<file path="config.mk">
export PLATFORM = sky130hd
export DESIGN_NAME = bsc_fifo
export DESIGN_NICKNAME = d
export VERILOG_FILES = /design/src/design/bsc_pkg.sv /design/src/design/bsc_fifo.sv
export SDC_FILE = /design/constraint.sdc
export NUM_CORES = 1
export LEC_CHECK = 0
export BUFFER_PORTS_ARGS = -buffer_cell sky130_fd_sc_hd__buf_2
export CORE_ASPECT_RATIO = 1.1
export CORE_MARGIN = 10
export CORE_UTILIZATION = 35
export CTS_CLUSTER_SIZE = 12
export DETAILED_ROUTE_END_ITERATION = 16
export SYNTH_ARGS = -nofsm -noshare
export SYNTH_HDL_FRONTEND = slang
export SYNTH_SLANG_ARGS = --single-unit
</file>
<file path="constraint.sdc">
create_clock -name clk_i -period 11.35 [get_ports clk_i]
set_input_delay 2.27 -clock clk_i [delete_from_list [all_inputs] [get_ports clk_i]]
set_output_delay 2.27 -clock clk_i [all_outputs]
set_load 0.03 [all_outputs]
</file>
<file path="src/design/bsc_pkg.sv">
// ----------------------------------------------------------------------------
// Barometric compensation package
// Shared types and constants of the barometric compensation pipeline.
// ----------------------------------------------------------------------------
package bsc_pkg;

  localparam int unsigned NUM_REGS   = 6;
  localparam int unsigned CFG_IDX_W  = 3;
  localparam int unsigned CFG_DATA_W = 32;
  localparam int unsigned DIV_STEPS  = 41;  // quotient bits below the saturation limit
  localparam int unsigned UN_W       = 86;  // dividend magnitude
  localparam int unsigned UD_W       = 57;  // divisor magnitude
  localparam int unsigned PQ_W       = 42;  // signed uncorrected pressure
  localparam int unsigned FIFO_DEPTH = 2;

  localparam logic [PQ_W-1:0] PQ_LIMIT = 42'h100_0000_0000;

  typedef enum logic [CFG_IDX_W-1:0] {
    REG_T1_T2 = 3'd0,
    REG_T3_P1 = 3'd1,
    REG_P2_P3 = 3'd2,
    REG_P4_P5 = 3'd3,
    REG_P6_P7 = 3'd4,
    REG_P8_P9 = 3'd5
  } reg_idx_e;

  typedef struct packed {
    logic [19:0] raw_temperature;
    logic [19:0] raw_pressure;
  } in_item_t;

  typedef struct packed {
    logic signed [15:0] temperature_centi_c;
    logic [31:0]        pressure_q24_8;
    logic               divide_fault;
  } out_item_t;

  typedef struct packed {
    logic [15:0]        t1;
    logic signed [15:0] t2;
    logic signed [15:0] t3;
    logic [15:0]        p1;
    logic signed [15:0] p2;
    logic signed [15:0] p3;
    logic signed [15:0] p4;
    logic signed [15:0] p5;
    logic signed [15:0] p6;
    logic signed [15:0] p7;
    logic signed [15:0] p8;
    logic signed [15:0] p9;
  } coeff_t;

  // Item handed from the front to the back through the queue.
  typedef struct packed {
    logic signed [15:0] temp;
    logic [UN_W-1:0]    un;
    logic [UD_W-1:0]    ud;
    logic               neg;
    logic               fault;
  } fifo_item_t;

  typedef struct packed {
    logic [UD_W-1:0]      rem;
    logic [DIV_STEPS-1:0] unl;
    logic [DIV_STEPS-1:0] q;
    logic [UD_W-1:0]      ud;
    logic                 neg;
    logic                 ovf;
    logic                 fault;
    logic signed [15:0]   temp;
  } div_stage_t;

  typedef struct packed {
    logic signed [PQ_W-1:0] pq;
    logic                   fault;
    logic signed [15:0]     temp;
  } pq_item_t;

endpackage

</file>
<file path="src/design/bsc_fifo.sv">
// ----------------------------------------------------------------------------
// Barometric compensation queue
// Short register queue between the front end and the divider.
// ----------------------------------------------------------------------------
module bsc_fifo (
  input  logic                clk_i,
  input  logic                rst_ni,
  input  logic                push_i,
  input  bsc_pkg::fifo_item_t item_i,
  input  logic                pop_i,
  output logic                valid_o,
  output logic                full_o,
  output bsc_pkg::fifo_item_t item_o
);

  bsc_pkg::fifo_item_t mem_q [bsc_pkg::FIFO_DEPTH];
  logic       wptr_q, rptr_q;
  logic [1:0] cnt_q, cnt_d;
  logic       do_pop;

  assign valid_o = (cnt_q != 2'd0);
  assign full_o  = (cnt_q == 2'(bsc_pkg::FIFO_DEPTH));
  assign item_o  = mem_q[rptr_q];
  assign do_pop  = pop_i && valid_o;

  always_comb begin
    cnt_d = cnt_q;
    if (push_i && !do_pop) begin
      cnt_d = cnt_q + 2'd1;
    end else if (do_pop && !push_i) begin
      cnt_d = cnt_q - 2'd1;
    end
  end

  always_ff @(posedge clk_i or negedge rst_ni) begin
    if (!rst_ni) begin
      wptr_q <= 1'b0;
      rptr_q <= 1'b0;
      cnt_q  <= 2'd0;
    end else begin
      cnt_q <= cnt_d;
      if (push_i) begin
        wptr_q <= ~wptr_q;
      end
      if (do_pop) begin
        rptr_q <= ~rptr_q;
      end
    end
  end

  always_ff @(posedge clk_i) begin
    if (push_i) begin
      mem_q[wptr_q] <= item_i;
    end
  end

endmodule

</file>
Word level (Yosys, flattened, before mapping) --
Memories as Yosys holds them, arrays and structs flattened. Index checks and enable logic that the tools add are counted.
Cells by class: add/sub/neg operators 2, multiply operators 0, divide/modulo/power cells 0, magnitude comparators 0, equality and inequality tests 1, shift operators 0, mux-type cells 4, bitwise logic cells 2, reduce and logical (&&, ||, !) cells 7
Operator list (number):
- 2-bit two-way mux | 2
- 2-bit nonzero test | 2
- 1-bit logical AND | 3
- 2-bit by 1-bit adder with 2-bit output (second input constant) | 1
- 2-bit equality test (second input constant) | 1
- 1-bit zero test | 2
- 1-bit two-way mux | 2
- 1-bit inverter | 2
- 2-bit by 1-bit subtractor with 2-bit output (second input constant) | 1
Storage, ports and cells: flip-flop bits (word level) 4, latch bits 0, RAM bits 322, bits in read-only memories 0, input port bits 165, output and inout port bits 163, word-level logic and storage cells 20, memories 1
Memory list:
- mem_q | words 2, bits a word 161, rd ports 1, clocked after Yosys merged registers in 0, write ports 1, line bsc_fifo.sv:16 | bsc_pkg::fifo_item_t mem_q [bsc_pkg::FIFO_DEPTH];

Longest topological paths before layout --
word-level depth 5, depth in mapped cells 6

Least setup slack after synthesis --
No wires, ideal clock.
path type input to register, from input push_i, to memory mem_q[0][0] (netlist name), enable pin, library setup time 703 ps, arrival 9228 ps, required time 10647 ps, slack 1419 ps, stages 1, path buffers 0, cells stage by stage nor2b_1
On the way: cells in the longest elaborated chain, start to end 2
RTL lines:
- start: declaration | line bsc_fifo.sv:8 | input logic push_i,
- 1-bit two-way mux | line bsc_fifo.sv:52 | if (push_i) begin
- 1-bit two-way mux (not written as such) | line bsc_fifo.sv:53 | mem_q[wptr_q] <= item_i;
- end: declaration | line bsc_fifo.sv:16
Every way passes these cells.

==> impl_results.md <==
* Highest-delay cell along the critical path: dfrtp_4
* Tcrit/Tclk final at 46.8%
* Core Area at 0.0342 mm2
* Fmax at around 190 MHz
* DR vias/cell at about 4.5
* Critical path arrival at about 3 ns
* Number of global-route vias before repair at 6,507
* Worst-path clk slew at 0.06 ns
* Final Util at 44.7%
* Post-Place Cells at 1,270
* Ports at 328
* Endpoints failing setup at 0
* Detailed router's first-iteration violation count at 241
* GPL Wtd Cong at around 0.74
* Worst setup path category: reg2out
* Cts bufs inserted at 35
* TNS Setup at 0 ns
* CP Launch Type: flip-flop
* Post-CTS Resized at 0
* Via count at 5,962
* Slowest cell delay on critical path at 0.94 ns
* Library cells used by synthesis at 14
* Router iterations before antenna repair at 3
* Critical Path RT at 9.08 ns
* Routed Antenna Nets at 0
* Final Net Count at 1,035
* CP cell instances: buf_4 > mux2_2 > buf_2
* Yosys top cell by area: edfxtp_1
* Outcome: finished, final reports clean
* Register-to-Register Path Depth at 2
* Max-Cap Viols at 0
* Hold Crit Class: reg2reg
* Final min period at 5.31 ns
* Post-route DRC at 0
* Slew @ Worst Pin at roughly 1.1 ns
* Total wire length at 26,900 um
* Design Area, Final at 0.0153 mm2
* IO buf count at approximately 330
* Die W at 197 um
* CTS Sinks at 326
* Endpoints failing hold at 0
* Pin count of the biggest net entering global routing at 72
* Num rows at 71
* Ys Warns at 0
* Max Slew Vio Count at 0
* Wire per inst at 20.1 um
* Synth Register Bits at 326
* Reg-to-Reg Start: wptr_q
* Clock Skew at between 0.01 and 0.015 ns
* Setup Buffers After CTS at 0
* CTS H-tree lvls at 2
* R2R Path End: mem_q[0][100]
* Grt ovf at 0
* Antenna violations before repair at 9
* RSZ-0062 raised after global routing: false
* Post-synth design cell area at about 0.012 mm2
* Worst-case clock buffer depth at 3
* Pleak at 5.92 nW
* Top post-synthesis cells by area: edfxtp_1 (80%), mux2_4 (9.9%), mux2_2 (7.5%)
* Pwr Density at 278 mW/mm2
* Layout cells sized above 1 at 60.6%
* Most frequent cells in the layout: buf_2 (327), edfxtp_1 (322), mux2_2 (81)
* DP Area at 0.0142 mm2
* Peak VDD IR at approximately 0.28 mV
* Root buf cell: clkbuf_16
* DP HPWL at ~18,000 um
* Worst slew margin at between 20% and 30%
* First-pass GRT wire length at 39,800 um
* Commonest non-fill, non-tap cell in the layout: buf_2
* Worst Hold End: cnt_q[1]
* Crit path buf inv count at 2
* Hold Startpoint: cnt_q[1]
* Worst hold slack at 0.504 ns
* Gr usage total at 12.2%
* Hold depth at 1
* CP Capture Type: primary output
* Clk_lat worst skew at 0.51 ns
* Die height at 215 um
* Post-synth top area share at 79.8%
* Register area share after synthesis at 80.6%
* Crit path max fanout at 60
* Area growth syn-to-layout at 26.2%
* R2r setup slk at 8.75 ns
* Final non-filler cell total at around 1,300
* CP delay by family, top: buffers and inverters
* Syn avg cell area at 23.5 um2
* CTS tree: built
* Syn_nets at 683
* Die area at 0.0425 mm2
* Synth Instances at between 500 and 600
* Hold Buf Count CTS at 0
* Initial core utilization at 35.4%
[power by group]
group	internal, mW	switching (mW)	leakage (nW)
clock network	0.635	0.427	0.518
logic	0.544	0.950	2.34
registers	1.60	0.0913	3.07
total	2.78	1.47	5.92
[kinds of logic after synthesis]
kind of cell	synth area share, %
DFF	80.6
muxes	17.4
buffers and inverters	1.26
and+or+nand+nor	0.268
xor gates and xnor gates	0.361
adders and majority gates	0.103
[area by class of cell]
type	count	area, um2
Tap cell	438	548
Sequential cell	326	9770
Clock inverter	7	53.8
Antenna cell	8	20.0
Timing Repair Buffer	333	1680
Clock buffer	52	1010
Multi-Input combinational cell	173	2210
Fill cell	2973	18900
[Yosys cell counts]
cell and n:
or2_2 1, nor2_1 1, buf_6 10, and2_1 1, dfrtp_1 4, ha_1 1
xor2_1 3, buf_2 8, xnor2_1 2, edfxtp_1 322, mux2_4 80, mux2_2 81
nor2b_1 2, nand2_1 1
[metrics by stage]
stage / setup WS [ns] / power, mW
floorplan: 1.42 / 2.88
global placement: 6.52 / 3.24
detailed placement: 6.52 / 3.25
CTS: 5.96 / 4.33
global route: 5.87 / 4.45
finish: 6.04 / 4.25
[worst reg2reg max path: stages, from the launching register on]
cell and delay, ns:
dfrtp_1 0.42, nor2b_4 0.79, buf_4 0.86
[flip-flops by register name (all words and copies together) (netlist names)]
name and count:
mem_q 322, cnt_q 2, rptr_q 1, wptr_q 1
[layer usage]
metal / share of wire (%) / track usage (%) / vias to the layer above / routed length (um)
met1: 39 / 13.7 / 2949 / 10400
li1: - / - / 2777 / -
met4: 2.3 / 5.03 / 2 / 607
met2: 50 / 20.2 / 194 / 13500
met5: 0.074 / 0 / - / 20
met3: 8.9 / 5.00 / 40 / 2390
[worst max path at each step]
stage / startpoint / endpoint / slack, ns / cells past startpoint
2_1_floorplan: push_i / mem_q[0][0] / 1.42 / 1
3_3_place_gp: rptr_q / item_o[153] / 6.52 / 3
3_5_place_dp: rptr_q / item_o[0] / 6.52 / 3
4_1_cts: rptr_q / item_o[0] / 5.96 / 3
5_1_grt: rptr_q / item_o[153] / 5.87 / 3
6_report: rptr_q / item_o[0] / 6.04 / 3
Note: power is estimated with default switching activity, not from simulation.
